--- config.mk ---
export PLATFORM = sky130hd
export DESIGN_NAME = tlrat_map_cell
export DESIGN_NICKNAME = d
export VERILOG_FILES = /design/src/rtl/core/tlrat_pkg.sv /design/src/rtl/core/tlrat_map_cell.sv
export SDC_FILE = /design/constraint.sdc
export NUM_CORES = 1
export LEC_CHECK = 0
export BUFFER_PORTS_ARGS = -buffer_cell sky130_fd_sc_hd__buf_2
export CAP_MARGIN = 20
export CORE_MARGIN = 5
export CORE_UTILIZATION = 45
export CTS_CLUSTER_DIAMETER = 60
export DETAILED_ROUTE_END_ITERATION = 10
export HOLD_SLACK_MARGIN = 0.02
export PLACE_DENSITY = 0.8
export RECOVER_POWER = 50
export SLEW_MARGIN = 20
export SYNTH_ARGS = -nofsm -noshare
export SYNTH_HDL_FRONTEND = slang
export SYNTH_SLANG_ARGS = --single-unit
--- constraint.sdc ---
create_clock -name clk -period 12.5 [get_ports clk]
set_clock_uncertainty 0.1 [all_clocks]
set_input_delay 3.125 -clock clk [delete_from_list [all_inputs] [get_ports clk]]
set_output_delay 3.125 -clock clk [all_outputs]
set_load 0.01 [all_outputs]
--- src/rtl/core/tlrat_pkg.sv ---
// Package for the two-level region address translation block.
// Operation and status codes, table sizes, write bundles and the tokens
// that travel along the segment and mapping cell chains. No dependencies.
`timescale 1ns / 1ps
`default_nettype none

package tlrat_pkg;

  localparam int SEG_ENTRIES_DEF = 8;
  localparam int MAP_ENTRIES_DEF = 16;

  localparam logic [1:0] OP_TRANSLATE = 2'd0;
  localparam logic [1:0] OP_WR_SEG    = 2'd1;
  localparam logic [1:0] OP_WR_MAP    = 2'd2;
  localparam logic [1:0] OP_CLEAR     = 2'd3;

  localparam logic [2:0] ST_OK       = 3'd0;
  localparam logic [2:0] ST_NOSEG    = 3'd1;
  localparam logic [2:0] ST_UNMAPPED = 3'd2;
  localparam logic [2:0] ST_DONE     = 3'd3;
  localparam logic [2:0] ST_REJECT   = 3'd4;

  // segment entry contents, broadcast to every segment cell
  typedef struct packed {
    logic [31:0] off;
    logic [31:0] base;
    logic [31:0] len;
  } seg_wr_t;

  // mapping entry contents; span is end - start, worked out once at the top
  typedef struct packed {
    logic [63:0] start;
    logic [63:0] span;
    logic [63:0] moff;
  } map_wr_t;

  // token walking the segment chain
  typedef struct packed {
    logic        valid;
    logic        hit;
    logic [31:0] vaddr;
    logic [32:0] foff;
  } seg_tok_t;

  // token walking the mapping chain
  typedef struct packed {
    logic        valid;
    logic        seg_hit;
    logic        found;
    logic [32:0] foff;
    logic [63:0] addr;
  } map_tok_t;

endpackage

`default_nettype wire

--- src/rtl/core/tlrat_map_cell.sv ---
// One mapping table cell: holds a single mapping entry and its valid bit.
// Passes the offset token on each cycle. Depends on tlrat_pkg.
`timescale 1ns / 1ps
`default_nettype none

module tlrat_map_cell
  import tlrat_pkg::*;
(
  input  wire logic     clk,
  input  wire logic     rst_n,
  input  wire logic     we,
  input  wire logic     clr,
  input  wire map_wr_t  wr_data,
  input  wire map_tok_t tok_in,
  output map_tok_t      tok_out
);

  logic        valid_r;
  logic [63:0] start_r;
  logic [63:0] span_r;
  logic [63:0] moff_r;
  map_tok_t    tok_r;
  map_tok_t    tok_nxt;

  logic [64:0] off_diff;
  logic        covers;

  always_comb begin
    off_diff = {32'd0, tok_in.foff} - {1'b0, moff_r};
    covers   = !off_diff[64] && (off_diff[63:0] < span_r);
    tok_nxt  = tok_in;
    if (tok_in.valid && tok_in.seg_hit && !tok_in.found && valid_r && covers) begin
      tok_nxt.found = 1'b1;
      tok_nxt.addr  = start_r + off_diff[63:0];
    end
  end

  always_ff @(posedge clk) begin
    tok_r.seg_hit <= tok_nxt.seg_hit;
    tok_r.found   <= tok_nxt.found;
    tok_r.foff    <= tok_nxt.foff;
    tok_r.addr    <= tok_nxt.addr;
    if (we) begin
      start_r <= wr_data.start;
      span_r  <= wr_data.span;
      moff_r  <= wr_data.moff;
    end
    if (!rst_n) begin
      valid_r     <= 1'b0;
      tok_r.valid <= 1'b0;
    end else begin
      tok_r.valid <= tok_nxt.valid;
      if (clr) begin
        valid_r <= 1'b0;
      end else if (we) begin
        valid_r <= 1'b1;
      end
    end
  end

  assign tok_out = tok_r;

endmodule

`default_nettype wire

**Yosys cells after proc, flatten, opt, wreduce, memory -nomap -nowiden**

Cells that the tools add are included.

- Register bits after elaboration: 293
- Bits of input ports: 296
- Output and inout port bits: 100

- Add/subtract/negate cells: 2
- Order comparisons: 1
- Multiplexer cells: 1
- Bitwise operators: 1
- Reductions and logical operators: 8

Operators with widths:

| kind | count |
|---|---|
| $sub A33 B64 Y65 | 1 |
| $add A64 B64 Y64 | 1 |
| $lt A64 B64 Y1 | 1 |
| $mux W64 | 1 |
| $logic_and A1 B1 Y1 | 5 |
| $logic_not A1 Y1 | 2 |
| $reduce_or A2 Y1 | 1 |
| $not A1 Y1 | 1 |

**Logic depth before layout (Yosys ltp)**

- Depth after elaboration: 5
- Gate-level depth with buffers: 30

**Worst setup path after synthesis**

Ideal clock, no wire load.

- Path kind: input -> register
- Start point: in tok_in[64] in the netlist's numbering
- End point: reg tok_r, in the netlist tok_out[63]
- Library setup time: 0.121 ns
- Arrival time: 7.996 ns
- Slack: 4.283 ns
- Cell stages on the path: 27
- Path buffers: 2
- Cells stage by stage: inv_1 > ha_1 > fa_1 > nand2b_1 > a21oi_1 > o2111ai_1 > a211oi_1 > nor3_1 > o21ai_1 > o211ai_1 > and2_1 > clkbuf_1 > nor2_1 > xnor2_1 > ha_1 > clkbuf_1 > a21o_1 > a21o_1 > a21oi_1 > and3b_1 > a21oi_1 > nor3_1 > o21ai_1 > a311o_1 > a31oi_1 > xnor3_1 > mux2_4

RTL lines:

| what | line | text |
|---|---|---|
| start: declaration | tlrat_map_cell.sv:14 | `input wire map_tok_t tok_in,` |
| end: declaration | tlrat_map_cell.sv:22 | `map_tok_t tok_r;` |

==> impl_metrics.yaml <==
cts:
  path_clk_slew_ns: 0.06
  clock-sinks: 293
  postCtsResizedCells: 0
  root_buffer: "clkbuf_16"
  cts_max_level: 2
  cts_inserted_buffers: 35
  cts_setup_buffers: 0
  hold_buffers: 0
  insertion_delay_ns: 0.54
  cts.path.max_buffers: 3
  cts_tree: "yes"
global_routing:
  grt_max_degree: 116
  grt_pass1_vias: 12983
  grt-ovfl-total: 0
  antenna_found_initial: 3
  grt_pass1_wl_um: 67100
  grt_use_total_pct: 21.5
setup_path:
  endpoint_kind: "register"
  arrival_ns: 9.38
  required_ns: 12.82
  crit_slowest_cell: "ha_1"
  crit_buf_inv: 2
  crit_type: "in2reg"
  cpPeakStageDelay_ns: 0.45
  critPathMaxFanout: 7
  crit_family: "compound AO/OA/AOI/OAI gates"
  start_kind: "primary input"
yosys:
  synth_area_leaders: "edfxtp_1 (36%), dfxtp_1 (13%), ha_1 (12%)"
  ys.warnings.count: 0
  yosys.area.top_type_share_pct: 35.8
  synthCells: 1519
  synth_area_um2: 16100
  yosysUniqueCellTypes: 80
  ys.flop_type: "edfxtp_1"
  synth-async-reset-ratio_pct: 0
  ys_seq_area_share_pct: 48.4
  synth_nets: 1976
  synth_edf_count: 192
  avgSynthCellArea_um2: 10.6
  synth_top_area_cell: "edfxtp_1"
  synth-seq-cells: 293
cells_and_area:
  drive_gt1_share_pct: 23.3
  final_cell_mix: "buf_2 (353), edfxtp_1 (192), ha_1 (159)"
  final_common_cell: "buf_2"
  n_fill_cell: 3017
  areaGrowthSynthToFinish_pct: 21.5
  nNetsFinal: 2368
  final_cells: 2403
timing:
  finalSetupViolCount: 0
  drv_slew: 116
  fin_setup_tns_ns: 0
  slew_headroom_pct: -330
  min_period_ns: 9.06
  rsz0062_at_grt: "false"
  fmax_mhz: 110
  tightest_slew_ns: 6.45
  finalCritPeriodShare_pct: 72.5
  hold_viol_final: 0
die:
  initial_core_util_pct: 45.4
  num_rows: 69
  die_y_um: 199
  die_w_um: 199
  ios: 396
  die-area_um2: 39700
  core_area_um2: 35500
pwr:
  ir_drop_mv: 0.142
  p_leak_nw: 8.89
  powerDensity_nw_per_um2: 157
  finalPower_mw: 3.08
drt:
  firstDrtPassIters: 6
  wl_um: 44900
  num_vias: 12959
  ant_nets: 0
  wl_per_cell_um: 18.7
  post_drt_via_cell_ratio: 5.39
  drt-initial-drc-count: 764
  drc: 0
status:
  violations: "capacitance limit, slew limit"
  outcome: "complete, but fails checks"
place:
  numPortBuffers: 395
  dp_hpwl_um: 36200
  place_congestion: 0.850
  dp_cells: 2335
flow_run:
  cap_violations: 1
worst_hold_path:
  hp-class: "reg2reg"
-- report_power, final --
part	internal (mW)	switching, mW	total, mW
Sequential	1.11	0.0276	1.14
Clock	0.589	0.397	0.986
Combinational	0.374	0.580	0.955
-- layer usage --
metal | up-vias | part of all wire (%) | global-route usage (%)
met1 | 6056 | 41 | 27.2
met4 | 0 | 4.0 | 9.88
met3 | 110 | 6.7 | 3.68
li1 | 6313 | - | -
met2 | 480 | 49 | 36.3
met5 | - | 0 | 0
-- logic make-up (layout without fill, tap and decap cells) --
| group | Yosys count | in the layout | synth area share [%] |
|---|---|---|---|
| compound gates | 405 | 405 | 16.3 |
| xor+xnor | 122 | 122 | 6.72 |
| fa+ha+maj | 161 | 161 | 12.6 |
| buf+inv | 164 | 581 | 4.07 |
| flops | 293 | 293 | 48.4 |
| mux | 10 | 10 | 0.932 |
| other cells | 0 | 6 | 0 |
| simple gates | 364 | 364 | 11.0 |
-- final timing paths --
check	cells past startpoint	end	slack (ns)	from
hold reg to reg	2	valid_r	0.40	valid_r
setup / recovery	26	tok_out[63]	3.44	tok_in[64]
hold / removal	2	valid_r	0.40	valid_r
setup reg to reg	24	tok_out[63]	5.82	moff_r[0]
-- Yosys cell counts (13+ instances only) --
cell	number
nand3_1	22
a21o_1	62
nor2b_1	14
clkbuf_1	32
dfxtp_1	101
nand2b_1	13
inv_1	121
nor3_1	26
o21ai_0	51
a31oi_1	14
xor2_1	47
ha_1	159
nand2_1	136
edfxtp_1	192
o21bai_1	14
a21oi_1	116
o21ai_1	61
nor2_1	67
nand4_1	26
xnor2_1	74
-- layout make-up --
class	count	area, µm²	share of cell area [%]
diodes	6	15.0	0.0767
clock buffers	50	1010	5.15
clock inverters	12	111	0.569
inverters	121	454	2.32
multi-input cells	1062	7670	39.2
flip-flops and latches	293	7790	39.8
well taps	461	577	2.95
repair buffers	398	1950	9.95
-- tightest hold or removal path, delay by kind of cell, from the launching register on --
kind	cells	cell delay (ns)
and+or+nand+nor	2	0.15
DFF	1	0.31
-- state kept, by name (all words and copies together), names as in the netlist --
register,count
valid_r,1
moff_r,64
tok_out,100
span_r,64
start_r,64
-- stage by stage --
step | area (µm²) | setup slack (ns) | hold WS [ns] | utilization (%)
after floorplan | 16100 | 4.28 | 0.373 | -
after global placement | 18500 | 3.16 | 0.382 | 52.1
after detailed placement | 18500 | 3.02 | 0.393 | 52.1
after CTS | 19600 | 3.54 | 0.403 | 55.3
after global routing | 19600 | 2.90 | 0.455 | 55.1
final | 19600 | 3.44 | 0.403 | 55.2
Power figures use the tool's default switching activity.
