<file path="config.mk">
export PLATFORM = sky130hd
export DESIGN_NAME = tlrat_seg_cell
export DESIGN_NICKNAME = d
export VERILOG_FILES = /design/src/rtl/core/tlrat_pkg.sv /design/src/rtl/core/tlrat_seg_cell.sv
export SDC_FILE = /design/constraint.sdc
export NUM_CORES = 1
export LEC_CHECK = 0
export ABC_AREA = 1
export BUFFER_PORTS_ARGS = -buffer_cell sky130_fd_sc_hd__clkbuf_2
export CORE_ASPECT_RATIO = 1.1
export CORE_MARGIN = 3
export CORE_UTILIZATION = 35
export CTS_BUF_LIST = sky130_fd_sc_hd__clkbuf_8
export CTS_CLUSTER_DIAMETER = 150
export DETAILED_ROUTE_END_ITERATION = 8
export PLACE_DENSITY = 0.6
export SYNTH_ARGS = -nofsm -noshare
export SYNTH_HDL_FRONTEND = slang
export SYNTH_SLANG_ARGS = --single-unit
</file>
<file path="constraint.sdc">
create_clock -name clk -period 4.56 [get_ports clk]
set_input_delay 1.14 -clock clk [delete_from_list [all_inputs] [get_ports clk]]
set_output_delay 1.14 -clock clk [all_outputs]
set_load 0.05 [all_outputs]
</file>
<file path="src/rtl/core/tlrat_pkg.sv">
// Package for the two-level region address translation block.
// Operation and status codes, table sizes, write bundles and the tokens
// that travel along the segment and mapping cell chains. No dependencies.
`timescale 1ns / 1ps
`default_nettype none

package tlrat_pkg;

  localparam int SEG_ENTRIES_DEF = 8;
  localparam int MAP_ENTRIES_DEF = 16;

  localparam logic [1:0] OP_TRANSLATE = 2'd0;
  localparam logic [1:0] OP_WR_SEG    = 2'd1;
  localparam logic [1:0] OP_WR_MAP    = 2'd2;
  localparam logic [1:0] OP_CLEAR     = 2'd3;

  localparam logic [2:0] ST_OK       = 3'd0;
  localparam logic [2:0] ST_NOSEG    = 3'd1;
  localparam logic [2:0] ST_UNMAPPED = 3'd2;
  localparam logic [2:0] ST_DONE     = 3'd3;
  localparam logic [2:0] ST_REJECT   = 3'd4;

  // segment entry contents, broadcast to every segment cell
  typedef struct packed {
    logic [31:0] off;
    logic [31:0] base;
    logic [31:0] len;
  } seg_wr_t;

  // mapping entry contents; span is end - start, worked out once at the top
  typedef struct packed {
    logic [63:0] start;
    logic [63:0] span;
    logic [63:0] moff;
  } map_wr_t;

  // token walking the segment chain
  typedef struct packed {
    logic        valid;
    logic        hit;
    logic [31:0] vaddr;
    logic [32:0] foff;
  } seg_tok_t;

  // token walking the mapping chain
  typedef struct packed {
    logic        valid;
    logic        seg_hit;
    logic        found;
    logic [32:0] foff;
    logic [63:0] addr;
  } map_tok_t;

endpackage

`default_nettype wire

</file>
<file path="src/rtl/core/tlrat_seg_cell.sv">
// One segment table cell: holds a single segment entry and its valid bit.
// Passes the lookup token on each cycle. Depends on tlrat_pkg.
`timescale 1ns / 1ps
`default_nettype none

module tlrat_seg_cell
  import tlrat_pkg::*;
(
  input  wire logic     clk,
  input  wire logic     rst_n,
  input  wire logic     we,
  input  wire logic     clr,
  input  wire seg_wr_t  wr_data,
  input  wire seg_tok_t tok_in,
  output seg_tok_t      tok_out
);

  logic        valid_r;
  logic [31:0] off_r;
  logic [31:0] base_r;
  logic [31:0] len_r;
  seg_tok_t    tok_r;
  seg_tok_t    tok_nxt;

  logic [32:0] va_diff;
  logic        in_seg;
  logic [32:0] foff;

  always_comb begin
    va_diff = {1'b0, tok_in.vaddr} - {1'b0, base_r};
    // no borrow means vaddr >= base; zero length never matches
    in_seg  = !va_diff[32] && (va_diff[31:0] < len_r);
    foff    = {1'b0, off_r} + {1'b0, va_diff[31:0]};
    tok_nxt = tok_in;
    if (tok_in.valid && !tok_in.hit && valid_r && in_seg) begin
      tok_nxt.hit  = 1'b1;
      tok_nxt.foff = foff;
    end
  end

  always_ff @(posedge clk) begin
    tok_r.hit   <= tok_nxt.hit;
    tok_r.vaddr <= tok_nxt.vaddr;
    tok_r.foff  <= tok_nxt.foff;
    if (we) begin
      off_r  <= wr_data.off;
      base_r <= wr_data.base;
      len_r  <= wr_data.len;
    end
    if (!rst_n) begin
      valid_r     <= 1'b0;
      tok_r.valid <= 1'b0;
    end else begin
      tok_r.valid <= tok_nxt.valid;
      if (clr) begin
        valid_r <= 1'b0;
      end else if (we) begin
        valid_r <= 1'b1;
      end
    end
  end

  assign tok_out = tok_r;

endmodule

`default_nettype wire

</file>
* Word level (Yosys, flattened, before mapping)
Index checks and enable logic that the tools add are counted.
Word-level totals: register bits after elaboration 164, input bits 167, output and inout bits 67, word-level logic and storage cells 20
Cells by class: $add $sub $neg 2, order comparisons 1, mux-type cells 1, bitwise operators 1, reductions and logical operators 7
Operators by type and width (number):
- 32-bit by 32-bit adder with 33-bit output | 1
- 33-bit two-way mux | 1
- 32-bit by 32-bit subtractor with 33-bit output | 1
- 32-bit less-than comparator | 1
- 1-bit logical AND | 4
- 1-bit logical NOT | 2
- 2-bit OR reduction | 1
- 1-bit NOT | 1

* Logic depth before layout (Yosys ltp)
Gate-level depths: netlist (run 1).
word-level depth 5, mapped depth 26, gate-level depth less buffers 26

* Worst setup path after synthesis (run 1)
Ideal clock, no wire load.
path type in2reg, start in tok_in[33] in the netlist's numbering, end reg tok_r, in the netlist tok_out[31], library setup time 112 ps, data arrival time 3862 ps, data required time 4448 ps, setup slack 586 ps, cell stages on the path 25, path buffers 0, cell sequence inv_1 ha_1 fa_1 inv_1 nand2_1 nand2_1 and2_1 a21oi_1 o21ai_1 nand2_1 nand2_1 xor2_1 ha_1 nand2_1 inv_1 nand2_1 nand2_1 a21oi_1 nor2_1 nor2_1 nand2_1 nand2_1 nand2_1 nand2_1 nand2_1
RTL lines:
- start: declaration | line tlrat_seg_cell.sv:14 | input wire seg_tok_t tok_in,
- end: declaration | line tlrat_seg_cell.sv:22 | seg_tok_t tok_r;

==> impl_metrics.yaml, run 1 <==
logic_synthesis:
  syn-mean-instance-area_sq_um: 7.73
  synth_largest_area_cell: "edfxtp_1"
  synthArstFlopShare_pct: 0
  netlist.area_leader.share_pct: 28.7
  synth_cell_type_count: 35
  synthFlopType: "edfxtp_1"
  ys_ff_latch: 164
  synth_nets: 1561
  yosys_warnings: 0
  ys_top_cells_by_area: "edfxtp_1, nand2_1, dfxtp_1"
  syn_inst: 1297
  yosysMostFrequentCell: "nand2_1"
  yosysSeqAreaShare_pct: 42.3
  synth_edf_count: 96
  synth_commonest_cells: "nand2_1, inv_1, nor2_1"
  netlist_area_sq_um: 10000
critical_path:
  cp.arrival_ns: 4.52
  end_kind: "register"
  required_ns: 5.00
  critical_path_class: "in2reg"
  critical_path.startpoint_type: "primary input"
  critical_path_peak_fanout: 47
timing:
  rsz0062_at_grt: "false"
  drv_slew: 0
  hold_viol: 0
  setup_viol: 0
  setup-tns-final_ns: 0
  fin_skew_ns: 0.0336
  hold_slack_ns: 0.533
  tightest_slew_ns: 0.798
  max_freq_ghz: 0.245
  period_needed_ns: 4.09
  max_slew_margin_pct: 46.8
  worst_slack_ns: 0.473
  period_share_pct: 89.6
global_route:
  grt_start_max_net_pins: 62
  grt_overflow: 0
  grt_util_all_layers_pct: 18.2
  antenna_found_initial: 0
  grt_pass1_wl_microns: 43700
  grt_pass1_vias: 8663
routing:
  drt_iter0_drc: 471
  dr.pass1.iters: 7
  wirelength_microns: 28000
  drc_errors: 0
  dr_wl_met3_microns: 1460
  wl_met1_microns: 12700
  ant_nets: 0
  routedWlPerCell_microns: 14.4
  wl_met2_microns: 13400
  viasPerCell: 4.60
  vias: 8963
  top_layer: "met4"
place:
  dpl.cell_count: 1916
  globalplace.congestion: 0.940
  hpwl_microns: 23600
  dp_slack_ns: -0.0624
  io_buffers: 233
clock_tree:
  cts_root_buffer: "clkbuf_8"
  clkTransAtPathRegs_ns: 0.10
  h-tree-depth: 4
  post_cts_buffers: 0
  hold_buffers: 0
  cts-resized-gates: 0
  clock_sink_count: 164
  cts_tree: "done"
  cts.path.max_buffers: 2
  cts-buffers-inserted: 17
  clock_latency_ns: 0.50
power_and_ir_drop:
  pwr-share-clk_pct: 23.0
  finalPower_mw: 4.87
  internal-power_mw: 2.90
  combPwrFrac_pct: 41.9
  p_per_area_nw_per_um2: 398
  leakage_nw: 6.54
  power.share.sequential_pct: 35.1
  peakVddDrop_uv: 276
  sw_frac_of_total_pct: 40.4
  switchingPower_mw: 1.97
floorplanning:
  core_sq_um: 28000
  dieArea_sq_um: 30700
  die_w_microns: 167
  io_pins: 234
  chipHeight_microns: 184
  start_util_pct: 35.8
  rows: 64
run_status:
  outcome: "complete, no violations"
layout:
  layout-drive-gt1-share_pct: 19.5
  area_delta_synth_final_pct: 22.0
  stdcell_count: 1948
  antennaDiodeCount: 0
  final.fill_count: 2895
  layout.nets: 1836
flow_run:
  maxCapViolCount: 0
min_path:
  worstHoldPathType: "reg2reg"
## metal layers
metal | up-vias | track usage [%]
met2 | 246 | 31.8
met4 | 0 | 5.17
met3 | 33 | 3.81
met5 | - | 0
li1 | 4693 | -
met1 | 3991 | 22.9
## metrics by stage
step                cell area [sq um]  utilization (%)
floorplan                       10000                -
global placement                11800             42.2
detailed placement              11800             42.2
CTS                             12200             43.7
global route                    12200             43.7
finish                          12200             43.7
## worst max-delay path, cell delays in order
cell and delay, ns:
clkbuf_2 0.08, inv_1 0.03, ha_1 0.23, fa_1 0.42, inv_1 0.07, nand2_1 0.04, nand2_1 0.06, and2_1 0.15
a21oi_1 0.13, o21ai_1 0.15, buf_4 0.15, nand3_1 0.14, nand3_1 0.13, nand2_1 0.11, ha_1 0.29, nand2_1 0.04
inv_1 0.08, nand3_1 0.10, nor2_1 0.17, and3_1 0.17, nand2_1 0.08, nand3_2 0.09, buf_12 0.21, nand2_1 0.14
nand2_1 0.09
## area by class of cell
class | count | area, sq um | share of cell area (%)
clock buffer | 18 | 248 | 2.02
clock inverter | 14 | 151 | 1.24
inverter | 226 | 848 | 6.93
multi-input combinational | 900 | 4870 | 39.8
sequential | 164 | 4240 | 34.7
tap | 363 | 454 | 3.71
timing repair buffer | 263 | 1420 | 11.6
## logic make-up (layout without fill, tap and decap cells)
logic type / Yosys count / count (layout) / share of synthesized area [%]
adder cells (fa/ha/maj): 97 / 97 / 12.3
AND/OR/NAND/NOR: 636 / 636 / 25.8
XOR/XNOR: 37 / 37 / 3.23
AO/OA/AOI/OAI: 130 / 130 / 7.31
buffers and inverters: 233 / 521 / 9.11
flip-flops: 164 / 164 / 42.3
## placed cells by master (no fill, tap or decap), types with 3 or more instances in the layout
master	count
nand3_1	46
nand2_2	6
edfxtp_1	96
o21bai_1	17
xor2_1	21
nand2_1	429
a21oi_1	71
ha_1	95
o21a_1	3
clkbuf_2	232
clkinvlp_4	4
nor3_1	11
dfxtp_1	68
inv_6	5
a21o_1	5
inv_1	227
nand4_1	17
and2_1	5
o21ai_2	4
nand3b_1	3
o21ai_0	19
o21ai_1	9
buf_4	29
nor2_1	106
xnor2_1	16
and3_1	3
clkbuf_8	18
## worst paths after layout
path | from | to | slack, ns | cells past startpoint
worst max-delay path | tok_in[33] | tok_out[30] | 0.47 | 25
worst min register to register | valid_r | valid_r | 0.53 | 2
worst min-delay path | valid_r | valid_r | 0.53 | 2
worst max register to register | base_r[0] | tok_out[30] | 0.87 | 23
## flip-flops by register name, summed over array words and instances (netlist names)
name,flops
valid_r,1
base_r,32
len_r,32
tok_out,67
off_r,32
## power by group through the flow
stage | Clock [mW] | Combinational (mW) | Sequential, mW
CTS | 1.16 | 2.05 | 1.71
global route | 1.21 | 2.32 | 1.72
floorplan | 0 | 1.26 | 1.86
global placement | 0 | 2.04 | 1.74
finish | 1.12 | 2.04 | 1.71
detailed placement | 0 | 2.04 | 1.75
No activity file was read; power rests on OpenSTA's default activity.
==> inputs of run 2 (changes only) <==
--- a/config.mk
+++ b/config.mk
@@ -13,6 +13,7 @@
 export CTS_BUF_LIST = sky130_fd_sc_hd__clkbuf_8
 export CTS_CLUSTER_DIAMETER = 150
 export DETAILED_ROUTE_END_ITERATION = 8
+export MAX_ROUTING_LAYER = met4
 export PLACE_DENSITY = 0.6
 export SYNTH_ARGS = -nofsm -noshare
 export SYNTH_HDL_FRONTEND = slang
==> run 2 against run 1 <==
Combinational power about the same. Clock power is 12% lower. Via count down 0.12%. Setup slack got worse by 0.044 ns. Largest power group unchanged.
==> impl_metrics.yaml, run 2 (synthesis results as in run 1) <==
run_status:
  outcome: "complete, no violations"
place:
  io_buffers: 233
  globalplace.congestion: 0.932
  dpl.cell_count: 1922
  place_area_sq_um: 11900
  hpwl_microns: 24300
layout:
  area_delta_synth_final_pct: 21.9
  layout-drive-gt1-share_pct: 19.7
  mostFrequentLayoutCells: "nand2_1, clkbuf_2, inv_1"
  mostFrequentLayoutCell: "nand2_1"
  largest_reg_flops: 67
  fin_area_sq_um: 12200
  final.fill_count: 2929
  stdcell_count: 1954
  antennaDiodeCount: 0
  layout.nets: 1842
routing:
  viasPerCell: 4.58
  drc_errors: 0
  ant_nets: 0
  routedWlPerCell_microns: 14.7
  dr.pass1.iters: 5
  vias: 8952
  drt_iter0_drc: 370
  wirelength_microns: 28700
clock_tree:
  h-tree-depth: 4
  cts_tree: "done"
  clock_sink_count: 164
  cts-buffers-inserted: 17
  cts-resized-gates: 0
  cts.path.max_buffers: 2
  clock_latency_ns: 0.48
  cts_root_buffer: "clkbuf_8"
  hold_buffers: 0
  clkTransAtPathRegs_ns: 0.10
  post_cts_buffers: 0
floorplanning:
  io_pins: 234
  dieArea_sq_um: 30700
  core_sq_um: 28000
  chipHeight_microns: 184
  start_util_pct: 35.8
  rows: 64
  die_w_microns: 167
global_route:
  grt_pass1_vias: 8919
  grt_overflow: 0
  grt_start_max_net_pins: 49
  antenna_found_initial: 0
  grt_pass1_wl_microns: 44700
  grt_util_all_layers_pct: 19.2
power_and_ir_drop:
  p_per_area_nw_per_um2: 388
  leakage_nw: 6.54
  peakVddDrop_uv: 173
timing:
  period_share_pct: 90.6
  hold_slack_ns: 0.535
  tightest_slew_ns: 0.642
  drv_slew: 0
  rsz0062_at_grt: "false"
  fin_skew_ns: 0.0220
  hold_viol: 0
  setup_viol: 0
  setup-tns-final_ns: 0
  max_slew_margin_pct: 57.2
  period_needed_ns: 4.13
  max_freq_ghz: 0.242
critical_path:
  r2r-start: "base_r[0]"
  critical_path.startpoint_type: "primary input"
  critical_path_peak_fanout: 47
  cp-startpoint: "tok_in[33]"
  cp.arrival_ns: 4.56
  required_ns: 4.99
  end_kind: "register"
  critical_path_class: "in2reg"
min_path:
  hold_path_startpoint: "valid_r"
  worstHoldPathType: "reg2reg"
flow_run:
  maxCapViolCount: 0
-- run 2: path summary, 6_finish.rpt --
check / endpoint / slack [ns] / cells after the start
setup / recovery: tok_out[30] / 0.43 / 25
hold / removal: valid_r / 0.53 / 2
setup reg to reg: tok_out[30] / 0.84 / 23
hold reg to reg: valid_r / 0.53 / 2
-- run 2: cell type report --
class	instances	area (sq um)	share of cell area, %
Multi-Input combinational cell	900	4870	39.8
Sequential cell	164	4240	34.7
Timing Repair Buffer	269	1460	12.0
Inverter	226	848	6.94
Tap cell	363	454	3.72
Clock buffer	17	234	1.91
Clock inverter	15	109	0.891
-- run 2: routing by layer --
metal  wire, microns  track usage (%)  vias up
met1           13200             24.3     3986
met5               0                -        -
met3            1290             2.97       35
met2           13600             31.9      234
li1                -                -     4697
met4             678             6.19        0
-- run 2: worst max-delay path, stage by stage --
cell	delay, ns
clkbuf_2	0.09
inv_1	0.04
ha_1	0.24
fa_1	0.41
inv_1	0.07
nand2_1	0.04
nand2_1	0.06
and2_1	0.13
a21oi_1	0.12
o21ai_1	0.14
buf_4	0.14
nand3_1	0.15
nand3_1	0.13
nand2_1	0.12
ha_1	0.30
nand2_1	0.04
inv_1	0.08
nand3_1	0.11
nor2_1	0.18
and3_1	0.17
nand2_1	0.08
nand3_2	0.13
buf_12	0.22
nand2_1	0.13
nand2_1	0.08
-- run 2: report_power, final --
| group | switching, mW | internal, mW |
|---|---|---|
| clock | 0.601 | 0.379 |
| sequential | 0.0346 | 1.68 |
| combinational | 1.33 | 0.727 |
-- run 2: per-stage QoR --
stage | utilization (%) | power (mW) | setup slack (ns)
CTS | 43.6 | 4.81 | 0.381
floorplan | - | 3.12 | 0.586
finish | 43.6 | 4.75 | 0.428
global route | 43.6 | 5.15 | 0.0105
global placement | 42.4 | 3.80 | -0.107
detailed placement | 42.4 | 3.81 | -0.130
==> inputs of run 3 (changes only) <==
--- a/config.mk
+++ b/config.mk
@@ -9,12 +9,12 @@
 export BUFFER_PORTS_ARGS = -buffer_cell sky130_fd_sc_hd__clkbuf_2
 export CORE_ASPECT_RATIO = 1.1
 export CORE_MARGIN = 3
-export CORE_UTILIZATION = 35
+export CORE_UTILIZATION = 36
 export CTS_BUF_LIST = sky130_fd_sc_hd__clkbuf_8
 export CTS_CLUSTER_DIAMETER = 150
 export DETAILED_ROUTE_END_ITERATION = 8
 export MAX_ROUTING_LAYER = met4
-export PLACE_DENSITY = 0.6
+export PLACE_DENSITY = 0.61
 export SYNTH_ARGS = -nofsm -noshare
 export SYNTH_HDL_FRONTEND = slang
 export SYNTH_SLANG_ARGS = --single-unit
==> constraint.sdc (replaced) <==
create_clock -name clk -period 4.56 [get_ports clk]
set_input_delay 0.456 -clock clk [delete_from_list [all_inputs] [get_ports clk]]
set_output_delay 0.456 -clock clk [all_outputs]
set_load 0.05 [all_outputs]
==> run 3 against run 2 <==
Clock skew grew 0.0074 ns. Sequential share of layout area up 0.59 points. Register-to-register slack got worse by 0.19 ns. Setup slack better by 0.22 ns. Critical endpoint is now tok_out[27].
==> impl_metrics.yaml, run 3 (synthesis results as in run 1) <==
routing:
  vias: 8792
  top_layer: "met4"
  wirelength_microns: 27900
  wl_met2_microns: 12900
  ant_nets: 0
  drt_iter0_drc: 407
  dr.pass1.iters: 5
  drc_errors: 0
  routedWlPerCell_microns: 14.6
  wl_met1_microns: 12800
  viasPerCell: 4.59
  dr_wl_met3_microns: 1160
critical_path:
  cp.arrival_ns: 4.33
  r2r_setup_slack_ns: 0.65
  required_ns: 4.97
  crit_chain: "ha_1, fa_1, inv_1, nand2_1, nand2_1, and2_1, a21oi_1, o21ai_1, nand3_1, nand3_1, nand2_1, ha_1, nand2_1, inv_1, nand3_1, nor2_1, and3_1, nand2_1, nand3_2, buf_12, nand2_1, o21ai_1"
  critical_path.startpoint_type: "register"
  critical_path_peak_fanout: 47
  crit_path_frequent_cell: "nand2_1"
  slowest_stage: "fa_1"
  critPathMaxStageDelay_ns: 0.41
  cp_top_family: "simple AND/OR/NAND/NOR gates"
  end_kind: "register"
  cp_num_buf_inv: 3
  critical_path_class: "reg2reg"
timing:
  fin_skew_ns: 0.0293
  tightest_slew_ns: 0.825
  max_freq_ghz: 0.255
  period_needed_ns: 3.91
  period_share_pct: 85.8
  max_slew_margin_pct: 45.0
  rsz0062_at_grt: "false"
  setup-tns-final_ns: 0
  hold_viol: 0
  hold_slack_ns: 0.111
  drv_slew: 0
  setup_viol: 0
layout:
  layout-drive-gt1-share_pct: 18.2
  multi_input_area_sq_um: 4870
  largest_reg_flops: 67
  mostFrequentLayoutCell: "nand2_1"
  antennaDiodeCount: 0
  regArea_sq_um: 4240
  mostFrequentLayoutCells: "nand2_1, clkbuf_2, inv_1"
  area_delta_synth_final_pct: 19.9
  final_util_pct: 44.2
  layout.nets: 1810
  final.fill_count: 2855
min_path:
  worstHoldPathType: "in2reg"
clock_tree:
  cts.path.max_buffers: 2
  hold_buffers: 0
  post_cts_buffers: 0
  clock_latency_ns: 0.48
  cts_root_buffer: "clkbuf_8"
  clock_sink_count: 164
  cts-resized-gates: 0
  clkTransAtPathRegs_ns: 0.10
  cts_tree: "done"
  h-tree-depth: 4
  cts-buffers-inserted: 17
power_and_ir_drop:
  power.share.sequential_pct: 35.7
  p_per_area_nw_per_um2: 398
  switchingPower_mw: 1.95
  internal-power_mw: 2.84
  peakVddDrop_uv: 201
  combPwrFrac_pct: 41.0
  finalPower_mw: 4.78
  pwr-share-clk_pct: 23.3
  sw_frac_of_total_pct: 40.7
  leakage_nw: 6.41
global_route:
  grt_util_all_layers_pct: 19.5
  grt_start_max_net_pins: 67
  grt_overflow: 0
  grt_pass1_vias: 8702
  grt_pass1_wl_microns: 43400
  antenna_found_initial: 0
flow_run:
  maxCapViolCount: 0
run_status:
  outcome: "complete, no violations"
floorplanning:
  io_pins: 234
  start_util_pct: 36.9
  chipHeight_microns: 181
  core_sq_um: 27200
  die_w_microns: 165
  rows: 63
  dieArea_sq_um: 29900
place:
  globalplace.congestion: 0.970
  io_buffers: 233
  hpwl_microns: 23400
==> run 3: stage by stage <==
step           worst slack (ns)  instance area [sq um]  std cells
6_report                  0.645                  12000       1916
5_1_grt                   0.293                  12000       1916
4_1_cts                   0.648                  12000       1916
3_5_place_dp              0.440                  11600       1884
3_3_place_gp              0.473                  11600       1884
2_1_floorplan              1.27                  10000       1297
==> run 3: layout make-up <==
class                           instances  share of cell area, %
Multi-Input combinational cell        900                   40.5
Sequential cell                       164                   35.3
Timing Repair Buffer                  237                   10.1
Inverter                              226                   7.06
Tap cell                              357                   3.72
Clock buffer                           18                   2.06
Clock inverter                         14                   1.25
==> run 3: layer usage <==
| metal | GRT usage, % | up-vias |
|---|---|---|
| met5 | - | - |
| li1 | - | 4629 |
| met3 | 2.48 | 57 |
| met4 | 8.39 | 0 |
| met1 | 24.7 | 3865 |
| met2 | 31.2 | 241 |
==> run 3: worst paths after layout <==
check / from / to / depth (start not counted)
setup / recovery: base_r[0] / tok_out[27] / 22
hold / removal: tok_in[33] / tok_out[33] / 1
setup reg to reg: base_r[0] / tok_out[27] / 22
hold reg to reg: valid_r / valid_r / 2
==> run 3: power groups by stage <==
stage	clock network (mW)	registers (mW)	logic, mW
2_1_floorplan	0	1.86	1.26
3_3_place_gp	0	1.74	1.97
3_5_place_dp	0	1.74	1.97
4_1_cts	1.16	1.71	1.97
5_1_grt	1.21	1.72	2.25
6_report	1.12	1.71	1.96
